==> src/utee_pkg.sv <==
// Shared types, constants and entry helpers for the unrooted tree edit engine.
package utee_pkg;

   localparam int CMD_W     = 2;
   localparam int NODE_IN_W = 7;
   localparam int NODE_W    = 8;
   localparam int ENTRY_W   = 3 * NODE_W;
   localparam int STATUS_W  = 2;

   typedef logic [NODE_W-1:0]  node_type;
   typedef logic [ENTRY_W-1:0] entry_type;

   localparam node_type                NONE_NODE      = 8'hFF;
   localparam entry_type               NONE_ENTRY     = {3{NONE_NODE}};
   localparam logic [NODE_IN_W-1:0]    NUM_TAXA_RESET = 7'd2;

   typedef enum logic [CMD_W-1:0] {
      CMD_INIT       = 2'd0,
      CMD_INSERT     = 2'd1,
      CMD_DISCONNECT = 2'd2,
      CMD_READ       = 2'd3
   } cmd_type;

   typedef enum logic [STATUS_W-1:0] {
      STAT_OK            = 2'd0,
      STAT_EMPTY         = 2'd1,
      STAT_NOT_NEIGHBOUR = 2'd2,
      STAT_FREED_TAXON   = 2'd3
   } status_type;

   typedef enum logic [3:0] {
      ST_IDLE,
      ST_INIT_A,
      ST_INIT_B,
      ST_INS_FAIL,
      ST_INS_A,
      ST_INS_B,
      ST_INS_N,
      ST_INS_T,
      ST_DIS_T,
      ST_DIS_P,
      ST_DIS_R0,
      ST_DIS_R1,
      ST_READ
   } seq_state_type;

   typedef struct packed {
      logic     en;
      node_type node;
   } adj_rd_type;

   typedef struct packed {
      logic      en;
      node_type  node;
      entry_type data;
   } adj_wr_type;

   typedef struct packed {
      logic     init;
      logic     pop;
      logic     push;
      node_type push_node;
   } stk_ctrl_type;

   typedef struct packed {
      logic     empty;
      node_type pop_node;
   } stk_stat_type;

   // slot 0 sits in the low byte
   function automatic entry_type make_entry(node_type s0, node_type s1, node_type s2);
      return {s2, s1, s0};
   endfunction

   function automatic entry_type replace_first(entry_type e, node_type old_v,
                                               node_type new_v);
      entry_type r;
      r = e;
      if (e[7:0] == old_v) begin
         r[7:0] = new_v;
      end else if (e[15:8] == old_v) begin
         r[15:8] = new_v;
      end else if (e[23:16] == old_v) begin
         r[23:16] = new_v;
      end
      return r;
   endfunction

endpackage

==> src/utee_req_if.sv <==
// Command channel: valid/ready handshake with the command beat payload.
interface utee_req_if;
   import utee_pkg::*;

   logic                 valid;
   logic                 ready;
   logic [CMD_W-1:0]     command;
   logic [NODE_IN_W-1:0] node_a;
   logic [NODE_IN_W-1:0] node_b;
   logic [NODE_IN_W-1:0] target_node;

   modport source (output valid, output command, output node_a, output node_b,
                   output target_node, input ready);
   modport sink (input valid, input command, input node_a, input node_b,
                 input target_node, output ready);
endinterface

==> src/utee_rsp_if.sv <==
// Result channel: valid/ready handshake with the result beat payload.
interface utee_rsp_if;
   import utee_pkg::*;

   logic                valid;
   logic                ready;
   logic [NODE_W-1:0]   touched_node;
   logic [NODE_W-1:0]   neighbour_zero;
   logic [NODE_W-1:0]   neighbour_one;
   logic [NODE_W-1:0]   neighbour_two;
   logic [STATUS_W-1:0] status;

   modport source (output valid, output touched_node, output neighbour_zero,
                   output neighbour_one, output neighbour_two, output status,
                   input ready);
   modport sink (input valid, input touched_node, input neighbour_zero,
                 input neighbour_one, input neighbour_two, input status,
                 output ready);
endinterface

==> src/utee_ram.sv <==
// Generic simple dual-port RAM, one write and one registered read port.
module utee_ram #(
   parameter int WIDTH = 8,
   parameter int DEPTH = 128
) (
   input  logic                     clock,
   input  logic                     we,
   input  logic [$clog2(DEPTH)-1:0] waddr,
   input  logic [WIDTH-1:0]         wdata,
   input  logic                     re,
   input  logic [$clog2(DEPTH)-1:0] raddr,
   output logic [WIDTH-1:0]         rdata
);
   logic [WIDTH-1:0] mem [DEPTH];
   logic [WIDTH-1:0] rdata_ff;

   always_ff @(posedge clock) begin
      if (we) begin
         mem[waddr] <= wdata;
      end
      if (re) begin
         rdata_ff <= mem[raddr];
      end
   end

   assign rdata = rdata_ff;
endmodule

==> src/utee_adj_store.sv <==
// Adjacency store: node entry RAM with per-node valid bits and write-to-read forwarding.
module utee_adj_store #(
   parameter int NODE_SLOTS = 128
) (
   input  logic                  clock,
   input  logic                  reset,
   input  logic                  clear,
   input  utee_pkg::adj_rd_type  rd,
   input  utee_pkg::adj_wr_type  wr,
   output utee_pkg::entry_type   entry
);
   import utee_pkg::*;

   localparam int       IDX_W      = $clog2(NODE_SLOTS);
   localparam node_type SLOT_LIMIT = NODE_W'(NODE_SLOTS);

   logic [NODE_SLOTS-1:0] valid_ff, valid_in;
   logic                  vld_ff, vld_in;
   logic                  fwd_ff, fwd_in;
   entry_type             fwd_data_ff, fwd_data_in;
   entry_type             ram_q;
   logic                  wr_ok;
   logic                  rd_ok;
   logic [IDX_W-1:0]      wr_addr;
   logic [IDX_W-1:0]      rd_addr;

   assign wr_ok   = wr.en && (wr.node < SLOT_LIMIT);
   assign rd_ok   = rd.node < SLOT_LIMIT;
   assign wr_addr = wr.node[IDX_W-1:0];
   assign rd_addr = rd.node[IDX_W-1:0];

   always_comb begin
      valid_in = valid_ff;
      if (clear) begin
         valid_in = '0;
      end
      if (wr_ok) begin
         valid_in[wr_addr] = 1'b1;
      end
   end

   // same-cycle write to the entry being read: take the new data
   always_comb begin
      vld_in      = vld_ff;
      fwd_in      = fwd_ff;
      fwd_data_in = fwd_data_ff;
      if (rd.en) begin
         vld_in      = rd_ok && valid_ff[rd_addr];
         fwd_in      = wr_ok && (rd.node == wr.node);
         fwd_data_in = wr.data;
      end
   end

   always_ff @(posedge clock) begin
      if (reset) begin
         valid_ff <= '0;
         vld_ff   <= 1'b0;
         fwd_ff   <= 1'b0;
      end else begin
         valid_ff <= valid_in;
         vld_ff   <= vld_in;
         fwd_ff   <= fwd_in;
      end
   end

   always_ff @(posedge clock) begin
      fwd_data_ff <= fwd_data_in;
   end

   utee_ram #(
      .WIDTH (ENTRY_W),
      .DEPTH (NODE_SLOTS)
   ) u_ram (
      .clock (clock),
      .we    (wr_ok),
      .waddr (wr_addr),
      .wdata (wr.data),
      .re    (rd.en),
      .raddr (rd_addr),
      .rdata (ram_q)
   );

   assign entry = fwd_ff ? fwd_data_ff : (vld_ff ? ram_q : NONE_ENTRY);

   a_fwd_hit: assert property (@(posedge clock) disable iff (reset)
      rd.en && wr_ok && (rd.node == wr.node) |=> entry == $past(wr.data))
      else $error("adjacency forwarding lost a same-cycle write");

   a_clear_none: assert property (@(posedge clock) disable iff (reset)
      clear && !wr.en |=> valid_ff == '0)
      else $error("table clear left a valid entry");

   a_out_of_range: assert property (@(posedge clock) disable iff (reset)
      rd.en && !rd_ok |=> entry == NONE_ENTRY)
      else $error("read beyond the node table did not return none");
endmodule

==> src/utee_free_stack.sv <==
// Free inner-node stack: RAM plus count, with an init watermark for the refilled entries.
module utee_free_stack #(
   parameter int NODE_SLOTS = 128
) (
   input  logic                                clock,
   input  logic                                reset,
   input  logic [utee_pkg::NODE_IN_W-1:0]      num_taxa,
   input  utee_pkg::stk_ctrl_type              ctrl,
   output utee_pkg::stk_stat_type              stat
);
   import utee_pkg::*;

   localparam int               IDX_W  = $clog2(NODE_SLOTS);
   localparam int               CNT_W  = $clog2(NODE_SLOTS + 1);
   localparam logic [CNT_W-1:0] FULL   = CNT_W'(NODE_SLOTS);
   localparam logic [8:0]       SLOTS9 = 9'(NODE_SLOTS);

   logic [CNT_W-1:0]     count_ff, count_in;
   logic [CNT_W-1:0]     lowmark_ff, lowmark_in;
   logic [NODE_IN_W-1:0] base_ff, base_in;
   logic                 pop_init_ff, pop_init_in;
   node_type             pop_val_ff, pop_val_in;
   logic [CNT_W-1:0]     top_idx;
   logic                 push_ok;
   logic [8:0]           taxa9;
   logic [8:0]           alloc_raw;
   logic [8:0]           alloc_cap;
   logic [8:0]           fill;
   logic [IDX_W-1:0]     ram_q;

   assign taxa9     = 9'(num_taxa);
   assign alloc_raw = (num_taxa == '0) ? 9'd0 : (taxa9 << 1) - 9'd2;
   assign alloc_cap = (alloc_raw > SLOTS9) ? SLOTS9 : alloc_raw;
   assign fill      = (alloc_cap > taxa9) ? alloc_cap - taxa9 : 9'd0;

   assign top_idx = count_ff - 1'b1;
   assign push_ok = ctrl.push && (count_ff != FULL);

   // entries below the watermark still hold base + index from the last init
   always_comb begin
      count_in    = count_ff;
      lowmark_in  = lowmark_ff;
      base_in     = base_ff;
      pop_init_in = pop_init_ff;
      pop_val_in  = pop_val_ff;
      if (ctrl.init) begin
         count_in   = CNT_W'(fill);
         lowmark_in = FULL;
         base_in    = num_taxa;
      end else if (ctrl.pop) begin
         count_in    = top_idx;
         pop_init_in = top_idx < lowmark_ff;
         pop_val_in  = NODE_W'(base_ff) + NODE_W'(top_idx);
      end else if (push_ok) begin
         count_in = count_ff + 1'b1;
         if (count_ff < lowmark_ff) begin
            lowmark_in = count_ff;
         end
      end
   end

   always_ff @(posedge clock) begin
      if (reset) begin
         count_ff    <= '0;
         lowmark_ff  <= '0;
         base_ff     <= '0;
         pop_init_ff <= 1'b0;
      end else begin
         count_ff    <= count_in;
         lowmark_ff  <= lowmark_in;
         base_ff     <= base_in;
         pop_init_ff <= pop_init_in;
      end
   end

   always_ff @(posedge clock) begin
      pop_val_ff <= pop_val_in;
   end

   utee_ram #(
      .WIDTH (IDX_W),
      .DEPTH (NODE_SLOTS)
   ) u_ram (
      .clock (clock),
      .we    (push_ok),
      .waddr (count_ff[IDX_W-1:0]),
      .wdata (ctrl.push_node[IDX_W-1:0]),
      .re    (ctrl.pop),
      .raddr (top_idx[IDX_W-1:0]),
      .rdata (ram_q)
   );

   assign stat.empty    = (count_ff == '0);
   assign stat.pop_node = pop_init_ff ? pop_val_ff : NODE_W'(ram_q);

   a_count_bound: assert property (@(posedge clock) disable iff (reset)
      count_ff <= FULL)
      else $error("free count beyond stack depth");

   a_pop_nonempty: assert property (@(posedge clock) disable iff (reset)
      ctrl.pop |-> count_ff != '0)
      else $error("pop from an empty free stack");

   a_one_op: assert property (@(posedge clock) disable iff (reset)
      !(ctrl.pop && ctrl.push) && !(ctrl.init && (ctrl.pop || ctrl.push)))
      else $error("conflicting free stack operations");
endmodule

==> src/unrooted_tree_edit_engine_unit.sv <==
// Unrooted tree edit engine top level: command sequencer and result register.
// Insert answers with an empty-stack status when the free stack is empty, and disconnect
// ends early with a not-neighbour status when the target is not a neighbour of its parent.
// One command at a time; the next beat is taken the cycle the sequencer is back in idle,
// and a command's last state waits while an unaccepted result still holds the result register.
// Synchronous reset: all table slots read as none, free stack empty, num_taxa = 2.
module unrooted_tree_edit_engine_unit #(
   parameter int NODE_SLOTS = 128
) (
   input  logic                           clock,
   input  logic                           reset,
   utee_req_if.sink                       req_chan,
   utee_rsp_if.source                     rsp_chan,
   input  logic                           csr_wr_en,
   input  logic [utee_pkg::NODE_IN_W-1:0] csr_wr_data
);
   import utee_pkg::*;

   seq_state_type        state_ff, state_in;
   logic [NODE_IN_W-1:0] num_taxa_ff, num_taxa_in;
   logic [NODE_IN_W-1:0] a_ff, a_in;
   logic [NODE_IN_W-1:0] b_ff, b_in;
   logic [NODE_IN_W-1:0] t_ff, t_in;
   node_type             n_ff, n_in;
   node_type             p_ff, p_in;
   node_type             r0_ff, r0_in;
   node_type             r1_ff, r1_in;
   logic                 rsp_valid_ff, rsp_valid_in;
   node_type             touched_ff, touched_in;
   entry_type            nb_ff, nb_in;
   status_type           status_ff, status_in;

   logic                 req_ready;
   logic                 out_free;
   logic                 res_load;
   node_type             res_touched;
   entry_type            res_nb;
   status_type           res_status;

   logic                 adj_clear;
   adj_rd_type           adj_rd;
   adj_wr_type           adj_wr;
   entry_type            adj_entry;
   stk_ctrl_type         stk_ctrl;
   stk_stat_type         stk_stat;

   node_type             a_node, b_node, t_node;
   logic                 dis_found;
   node_type             dis_r0, dis_r1;

   assign a_node   = NODE_W'(a_ff);
   assign b_node   = NODE_W'(b_ff);
   assign t_node   = NODE_W'(t_ff);
   assign out_free = !rsp_valid_ff || rsp_chan.ready;

   // position of the target among the parent's slots picks the two remaining neighbours
   always_comb begin
      dis_found = 1'b1;
      dis_r0    = adj_entry[15:8];
      dis_r1    = adj_entry[23:16];
      priority if (adj_entry[7:0] == t_node) begin
         dis_r0 = adj_entry[15:8];
         dis_r1 = adj_entry[23:16];
      end else if (adj_entry[15:8] == t_node) begin
         dis_r0 = adj_entry[7:0];
         dis_r1 = adj_entry[23:16];
      end else if (adj_entry[23:16] == t_node) begin
         dis_r0 = adj_entry[7:0];
         dis_r1 = adj_entry[15:8];
      end else begin
         dis_found = 1'b0;
      end
   end

   always_comb begin
      state_in    = state_ff;
      a_in        = a_ff;
      b_in        = b_ff;
      t_in        = t_ff;
      n_in        = n_ff;
      p_in        = p_ff;
      r0_in       = r0_ff;
      r1_in       = r1_ff;
      req_ready   = 1'b0;
      adj_clear   = 1'b0;
      adj_rd      = '0;
      adj_wr      = '0;
      stk_ctrl    = '0;
      res_load    = 1'b0;
      res_touched = NONE_NODE;
      res_nb      = NONE_ENTRY;
      res_status  = STAT_OK;

      unique case (state_ff)
         ST_IDLE: begin
            req_ready = 1'b1;
            if (req_chan.valid) begin
               a_in = req_chan.node_a;
               b_in = req_chan.node_b;
               t_in = req_chan.target_node;
               unique case (cmd_type'(req_chan.command))
                  CMD_INIT: begin
                     adj_clear     = 1'b1;
                     stk_ctrl.init = 1'b1;
                     state_in      = ST_INIT_A;
                  end
                  CMD_INSERT: begin
                     if (stk_stat.empty) begin
                        state_in = ST_INS_FAIL;
                     end else begin
                        stk_ctrl.pop = 1'b1;
                        adj_rd.en    = 1'b1;
                        adj_rd.node  = NODE_W'(req_chan.node_a);
                        state_in     = ST_INS_A;
                     end
                  end
                  CMD_DISCONNECT: begin
                     adj_rd.en   = 1'b1;
                     adj_rd.node = NODE_W'(req_chan.target_node);
                     state_in    = ST_DIS_T;
                  end
                  CMD_READ: begin
                     adj_rd.en   = 1'b1;
                     adj_rd.node = NODE_W'(req_chan.target_node);
                     state_in    = ST_READ;
                  end
               endcase
            end
         end
         ST_INIT_A: begin
            adj_wr.en   = 1'b1;
            adj_wr.node = a_node;
            adj_wr.data = make_entry(b_node, NONE_NODE, NONE_NODE);
            state_in    = ST_INIT_B;
         end
         ST_INIT_B: begin
            if (out_free) begin
               adj_wr.en   = 1'b1;
               adj_wr.node = b_node;
               adj_wr.data = make_entry(a_node, NONE_NODE, NONE_NODE);
               res_load    = 1'b1;
               state_in    = ST_IDLE;
            end
         end
         ST_INS_FAIL: begin
            if (out_free) begin
               res_load   = 1'b1;
               res_status = STAT_EMPTY;
               state_in   = ST_IDLE;
            end
         end
         ST_INS_A: begin
            n_in        = stk_stat.pop_node;
            adj_wr.en   = 1'b1;
            adj_wr.node = a_node;
            adj_wr.data = replace_first(adj_entry, b_node, stk_stat.pop_node);
            adj_rd.en   = 1'b1;
            adj_rd.node = b_node;
            state_in    = ST_INS_B;
         end
         ST_INS_B: begin
            adj_wr.en   = 1'b1;
            adj_wr.node = b_node;
            adj_wr.data = replace_first(adj_entry, a_node, n_ff);
            state_in    = ST_INS_N;
         end
         ST_INS_N: begin
            adj_wr.en   = 1'b1;
            adj_wr.node = n_ff;
            adj_wr.data = make_entry(a_node, b_node, t_node);
            adj_rd.en   = 1'b1;
            adj_rd.node = t_node;
            state_in    = ST_INS_T;
         end
         ST_INS_T: begin
            if (out_free) begin
               adj_wr.en   = 1'b1;
               adj_wr.node = t_node;
               adj_wr.data = (t_ff < num_taxa_ff) ?
                             make_entry(n_ff, NONE_NODE, NONE_NODE) :
                             {adj_entry[23:8], n_ff};
               res_load    = 1'b1;
               res_touched = n_ff;
               state_in    = ST_IDLE;
            end
         end
         ST_DIS_T: begin
            p_in        = adj_entry[7:0];
            adj_rd.en   = 1'b1;
            adj_rd.node = adj_entry[7:0];
            state_in    = ST_DIS_P;
         end
         ST_DIS_P: begin
            if (dis_found) begin
               r0_in       = dis_r0;
               r1_in       = dis_r1;
               adj_rd.en   = 1'b1;
               adj_rd.node = dis_r0;
               state_in    = ST_DIS_R0;
            end else if (out_free) begin
               res_load   = 1'b1;
               res_status = STAT_NOT_NEIGHBOUR;
               state_in   = ST_IDLE;
            end
         end
         ST_DIS_R0: begin
            adj_wr.en   = 1'b1;
            adj_wr.node = r0_ff;
            adj_wr.data = replace_first(adj_entry, p_ff, r1_ff);
            adj_rd.en   = 1'b1;
            adj_rd.node = r1_ff;
            state_in    = ST_DIS_R1;
         end
         ST_DIS_R1: begin
            if (out_free) begin
               adj_wr.en          = 1'b1;
               adj_wr.node        = r1_ff;
               adj_wr.data        = replace_first(adj_entry, p_ff, r0_ff);
               stk_ctrl.push      = 1'b1;
               stk_ctrl.push_node = p_ff;
               res_load           = 1'b1;
               res_touched        = p_ff;
               res_status         = (p_ff < NODE_W'(num_taxa_ff)) ? STAT_FREED_TAXON : STAT_OK;
               state_in           = ST_IDLE;
            end
         end
         ST_READ: begin
            if (out_free) begin
               res_load = 1'b1;
               res_nb   = adj_entry;
               state_in = ST_IDLE;
            end
         end
         default: begin
            state_in = ST_IDLE;
         end
      endcase
   end

   always_comb begin
      num_taxa_in  = csr_wr_en ? csr_wr_data : num_taxa_ff;
      rsp_valid_in = res_load ? 1'b1 : (rsp_chan.ready ? 1'b0 : rsp_valid_ff);
      touched_in   = res_load ? res_touched : touched_ff;
      nb_in        = res_load ? res_nb : nb_ff;
      status_in    = res_load ? res_status : status_ff;
   end

   always_ff @(posedge clock) begin
      if (reset) begin
         state_ff     <= ST_IDLE;
         num_taxa_ff  <= NUM_TAXA_RESET;
         rsp_valid_ff <= 1'b0;
      end else begin
         state_ff     <= state_in;
         num_taxa_ff  <= num_taxa_in;
         rsp_valid_ff <= rsp_valid_in;
      end
   end

   always_ff @(posedge clock) begin
      a_ff       <= a_in;
      b_ff       <= b_in;
      t_ff       <= t_in;
      n_ff       <= n_in;
      p_ff       <= p_in;
      r0_ff      <= r0_in;
      r1_ff      <= r1_in;
      touched_ff <= touched_in;
      nb_ff      <= nb_in;
      status_ff  <= status_in;
   end

   utee_adj_store #(
      .NODE_SLOTS (NODE_SLOTS)
   ) u_adj_store (
      .clock (clock),
      .reset (reset),
      .clear (adj_clear),
      .rd    (adj_rd),
      .wr    (adj_wr),
      .entry (adj_entry)
   );

   utee_free_stack #(
      .NODE_SLOTS (NODE_SLOTS)
   ) u_free_stack (
      .clock    (clock),
      .reset    (reset),
      .num_taxa (num_taxa_ff),
      .ctrl     (stk_ctrl),
      .stat     (stk_stat)
   );

   assign req_chan.ready          = req_ready;
   assign rsp_chan.valid          = rsp_valid_ff;
   assign rsp_chan.touched_node   = touched_ff;
   assign rsp_chan.neighbour_zero = nb_ff[7:0];
   assign rsp_chan.neighbour_one  = nb_ff[15:8];
   assign rsp_chan.neighbour_two  = nb_ff[23:16];
   assign rsp_chan.status         = status_ff;

   a_busy_after_beat: assert property (@(posedge clock) disable iff (reset)
      req_chan.valid && req_chan.ready |=> state_ff != ST_IDLE)
      else $error("command beat taken without leaving idle");

   a_result_at_idle: assert property (@(posedge clock) disable iff (reset)
      $rose(rsp_valid_ff) |-> state_ff == ST_IDLE)
      else $error("result raised while the sequencer is still busy");

   a_empty_result: assert property (@(posedge clock) disable iff (reset)
      rsp_valid_ff && status_ff == STAT_EMPTY |-> touched_ff == NONE_NODE)
      else $error("empty stack result names a node");

   a_touch_no_nb: assert property (@(posedge clock) disable iff (reset)
      rsp_valid_ff && touched_ff != NONE_NODE |-> nb_ff == NONE_ENTRY)
      else $error("edit result carries neighbour slots");
endmodule
==> src/flat_wrapper.sv <==
// flat-port wrapper written by rule: the top's interface ports become plain ports
module unrooted_tree_edit_engine_unit_flat import utee_pkg::*;
#(
   parameter int NODE_SLOTS = 128
)
  (clock, reset, csr_wr_en, csr_wr_data, req_chan_valid, req_chan_command, req_chan_node_a, req_chan_node_b, req_chan_target_node, req_chan_ready, rsp_chan_valid, rsp_chan_touched_node, rsp_chan_neighbour_zero, rsp_chan_neighbour_one, rsp_chan_neighbour_two, rsp_chan_status, rsp_chan_ready);
  utee_req_if req_chan_i ();
  utee_rsp_if rsp_chan_i ();
  input  logic clock;
  input  logic reset;
  input  logic csr_wr_en;
  input  logic [utee_pkg::NODE_IN_W-1:0] csr_wr_data;
  input wire logic [$bits(req_chan_i.valid)-1:0] req_chan_valid;
  input wire logic [$bits(req_chan_i.command)-1:0] req_chan_command;
  input wire logic [$bits(req_chan_i.node_a)-1:0] req_chan_node_a;
  input wire logic [$bits(req_chan_i.node_b)-1:0] req_chan_node_b;
  input wire logic [$bits(req_chan_i.target_node)-1:0] req_chan_target_node;
  output wire logic [$bits(req_chan_i.ready)-1:0] req_chan_ready;
  output wire logic [$bits(rsp_chan_i.valid)-1:0] rsp_chan_valid;
  output wire logic [$bits(rsp_chan_i.touched_node)-1:0] rsp_chan_touched_node;
  output wire logic [$bits(rsp_chan_i.neighbour_zero)-1:0] rsp_chan_neighbour_zero;
  output wire logic [$bits(rsp_chan_i.neighbour_one)-1:0] rsp_chan_neighbour_one;
  output wire logic [$bits(rsp_chan_i.neighbour_two)-1:0] rsp_chan_neighbour_two;
  output wire logic [$bits(rsp_chan_i.status)-1:0] rsp_chan_status;
  input wire logic [$bits(rsp_chan_i.ready)-1:0] rsp_chan_ready;
  assign req_chan_i.valid = req_chan_valid;
  assign req_chan_i.command = req_chan_command;
  assign req_chan_i.node_a = req_chan_node_a;
  assign req_chan_i.node_b = req_chan_node_b;
  assign req_chan_i.target_node = req_chan_target_node;
  assign req_chan_ready = req_chan_i.ready;
  assign rsp_chan_valid = rsp_chan_i.valid;
  assign rsp_chan_touched_node = rsp_chan_i.touched_node;
  assign rsp_chan_neighbour_zero = rsp_chan_i.neighbour_zero;
  assign rsp_chan_neighbour_one = rsp_chan_i.neighbour_one;
  assign rsp_chan_neighbour_two = rsp_chan_i.neighbour_two;
  assign rsp_chan_status = rsp_chan_i.status;
  assign rsp_chan_i.ready = rsp_chan_ready;
  unrooted_tree_edit_engine_unit #(.NODE_SLOTS(NODE_SLOTS)) u_core (.clock(clock), .reset(reset), .req_chan(req_chan_i), .rsp_chan(rsp_chan_i), .csr_wr_en(csr_wr_en), .csr_wr_data(csr_wr_data));
endmodule
==> config.mk <==
export PLATFORM = sky130hd
export DESIGN_NAME = unrooted_tree_edit_engine_unit_flat
export DESIGN_NICKNAME = d
export VERILOG_FILES = /design/src/utee_pkg.sv /design/src/utee_req_if.sv /design/src/utee_rsp_if.sv /design/src/utee_ram.sv /design/src/utee_adj_store.sv /design/src/utee_free_stack.sv /design/src/unrooted_tree_edit_engine_unit.sv /design/src/flat_wrapper.sv
export SDC_FILE = /design/constraint.sdc
export NUM_CORES = 2
export LEC_CHECK = 0
export BUFFER_PORTS_ARGS = -buffer_cell sky130_fd_sc_hd__buf_2
export CAP_MARGIN = 20
export CORE_MARGIN = 2
export CORE_UTILIZATION = 25
export CTS_CLUSTER_DIAMETER = 50
export CTS_CLUSTER_SIZE = 24
export DETAILED_ROUTE_END_ITERATION = 7
export RECOVER_POWER = 25
export SYNTH_ARGS = -nofsm -noshare
export SYNTH_HDL_FRONTEND = slang
export SYNTH_SLANG_ARGS = --single-unit
==> constraint.sdc <==
create_clock -name clock -period 7.75 [get_ports clock]
set_input_delay 0.775 -clock clock [delete_from_list [all_inputs] [get_ports clock]]
set_output_delay 0.775 -clock clock [all_outputs]
set_load 0.02 [all_outputs]
==> impl_metrics.json <==
{
  "cts-resized-gates": 0,
  "switching_share_pct": 38.1,
  "cts_max_path_buffers": 4,
  "rows": 302,
  "hold_buffers": 0,
  "grt_pass1_vias": 84500,
  "final_area_sq_mm": 0.194,
  "run_status": "finished, violations left",
  "max_slew.worst_pin.slew_ns": 3.29,
  "initial_core_util_pct": 25.0,
  "grt_overflow": 0,
  "wl_per_cell_um": 25.8,
  "clock_sinks": 4284,
  "grt_use_total_pct": 13.1,
  "fin_setup_tns_ns": 0,
  "finalCritPeriodShare_pct": 96.1,
  "slew_headroom_pct": -119,
  "power.switching_mw": 30.8,
  "clk_latency_ns": 0.98,
  "setup_viol_count_final": 0,
  "synth.cell_area_sq_mm": 0.169,
  "placed_area_sq_mm": 0.183,
  "fmax_ghz": 0.134,
  "hold_viol": 0,
  "power.density_mw_per_mm2": 418,
  "slowest_delay_ns": 0.77,
  "syn_nets": 8716,
  "hold_path.class": "input pin to flip-flop",
  "internal-power_mw": 50.1,
  "place_congestion": 0.895,
  "yosysTopAreaCell": "edfxtp_1",
  "ys_warn_count": 0,
  "combPwrFrac_pct": 38.9,
  "drive_above_1_share_pct": 23.7,
  "core-area_sq_mm": 0.675,
  "antenna_found_initial": 44,
  "synth_top_area_share_pct": 73.1,
  "post-route-min-period_ns": 7.45,
  "grt_pass1_wl_mm": 656,
  "cts_tree": "built",
  "slew_viol_final": 1039,
  "yosysSeqAreaShare_pct": 75.1,
  "violations": "capacitance limit, slew limit",
  "postSynthAreaPerCell_sq_um": 19.6,
  "final_nets": 8970,
  "fin_hold_ws_ns": 0.0776,
  "crit_path_start_kind": "flip-flop",
  "synth_seq_cells": 4284,
  "io_buffers": 70,
  "power.share.clock_pct": 21.6,
  "synthToLayoutAreaGrowth_pct": 14.5,
  "routed_wirelength_mm": 468,
  "ant_nets": 0,
  "synth.area.top_cells": "edfxtp_1 73%, mux4_2 14%, dfxtp_1 2.0%",
  "ys_async_sr_fraction_pct": 0,
  "path_clk_slew_ns": 0.08,
  "root_buffer": "clkbuf_16",
  "cp.required_ns": 8.42,
  "crit_type": "flip-flop to flip-flop",
  "irDropWorstVdd_mv": 0.552,
  "dieArea_sq_mm": 0.683,
  "htreeDepth": 5,
  "grt_max_degree": 130,
  "drtIter0Drc": 11600,
  "ios": 71,
  "crit_path_frequent_cell": "buf_4",
  "cts_buffers": 305,
  "critPathSlowestCell": "or2_0",
  "arrival_ns": 8.12,
  "path_cells": "buf_4, nor2b_1, or2_0, inv_1, a32o_1, a221oi_1, o31a_1, o21a_4, buf_12, buf_12, buf_4, mux4_2, mux2i_1, o22ai_1, nor4_1, buf_4, nand3_1",
  "yosysUniqueCellTypes": 78,
  "max_cap_violations": 18,
  "post_cts_buffers": 0,
  "synth_cells": 8635,
  "drt-pass1-iter-count": 8,
  "fin_worst_skew_ns": 0.140,
  "die_y_um": 826,
  "synth_edf_count": 4118,
  "dp_hpwl_mm": 282,
  "vias": 86500,
  "viasPerCell": 4.77,
  "rsz0062_at_grt": "false",
  "endpoint_kind": "flip-flop",
  "post-route-util_pct": 28.7,
  "synth_flop_cell": "edfxtp_1",
  "p_leak_nw": 61.0,
  "p_seq_share_pct": 39.5,
  "cp_max_fo": 30,
  "drcViolationCount": 0,
  "die_w_um": 826
}
## cell usage after synthesis (15+ instances only)
cell type	number
buf_2	133
and2_1	15
nor4_1	40
a31oi_1	58
edfxtp_1	4118
a311oi_1	26
a211oi_1	28
a22o_1	21
clkbuf_1	267
nand2_1	761
mux2i_1	261
a22oi_1	53
o22ai_1	110
nand4_1	20
nand3_1	125
buf_1	90
nor2_1	349
a221oi_1	22
a21oi_1	77
mux4_2	1052
o21ai_0	218
buf_4	16
nand2b_1	36
xnor2_1	67
nor2b_1	29
inv_1	51
xor2_1	42
and3_1	109
ha_1	44
nor3_1	26
dfxtp_1	166
## power groups by stage
stage / registers (mW) / clock network [mW] / logic (mW)
after CTS: 31.9 / 17.8 / 31.7
final: 32.0 / 17.5 / 31.5
after global routing: 32.0 / 18.5 / 33.1
after detailed placement: 32.5 / 0 / 31.7
after floorplan: 33.4 / 0 / 17.9
after global placement: 32.4 / 0 / 31.5
## registers in the layout, indices dropped and copies added, names as in the netlist, 24 cells and up
register,flops
u_core.u_adj_store.valid_ff,128
u_core.u_adj_store.fwd_data_ff,24
u_core.u_adj_store.u_ram.rdata,24
u_core.u_adj_store.u_ram.mem,3072
u_core.u_free_stack.u_ram.mem,896
u_core.nb_ff,24
## final cells by class
class                      count  area, sq um
fill                       65800       482000
sequential                  4284       127000
multi-input combinational   3779        40500
tap                         8968        11200
clock buffer                 328         7890
timing repair buffer         464         3800
clock inverter               221         2890
inverter                      55          206
antenna                       26         65.1
## cell families after synthesis
kind of cell	share of synthesized area (%)
buf+inv	1.45
flops	75.1
xor+xnor	0.565
compound gates	2.85
simple gates	4.05
fa+ha+maj	0.349
mux	15.6
## path summary, 6_finish.rpt
check                                       start                            endpoint  slack (ns)  cells past startpoint
setup / recovery        u_core.u_adj_store.fwd_ff  u_core.u_adj_store.u_ram.rdata[21]        0.30                     17
hold / removal            req_chan_target_node[4]                      u_core.t_ff[4]        0.08                      1
hold reg to reg   u_core.u_adj_store.valid_ff[25]     u_core.u_adj_store.valid_ff[25]        0.45                      2
setup reg to reg        u_core.u_adj_store.fwd_ff  u_core.u_adj_store.u_ram.rdata[21]        0.30                     17
## per-stage QoR
| step | cells | power, mW | setup WS, ns |
|---|---|---|---|
| CTS | 18100 | 81.4 | 0.304 |
| global placement | 17500 | 64.0 | 0.190 |
| floorplan | 8635 | 51.2 | -0.763 |
| global route | 18100 | 83.6 | 0.159 |
| finish | 18100 | 80.9 | 0.303 |
| detailed placement | 17500 | 64.1 | 0.293 |
## worst max-delay path, delay by kind of cell, from the launching register on
family          cells  cell delay (ns)
compound gates      5             1.59
simple gates        4             1.81
mux                 2             1.27
flops               1             0.54
buf+inv             6             1.83
## placed cells by master (no fill, tap or decap), types with 77 or more instances in the layout
master | Yosys | routed
nor2_1 | 349 | 217
buf_4 | 16 | 312
mux2i_1 | 261 | 261
nand3_1 | 125 | 113
dfxtp_1 | 166 | 165
clkbuf_16 | 0 | 312
nor2_2 | 0 | 109
nand2_1 | 761 | 754
a21oi_1 | 77 | 77
mux4_2 | 1052 | 1052
edfxtp_1 | 4118 | 4118
o21ai_0 | 218 | 213
clkbuf_1 | 267 | 88
and3_1 | 109 | 109
o22ai_1 | 110 | 112
## per-layer routing
metal / routed length, um / global-route usage, %
met5: 11 / 0
met4: 17800 / 4.45
met3: 36100 / 2.05
met2: 221000 / 21.4
met1: 192000 / 18.0
No activity file was read; power rests on OpenSTA's default activity.
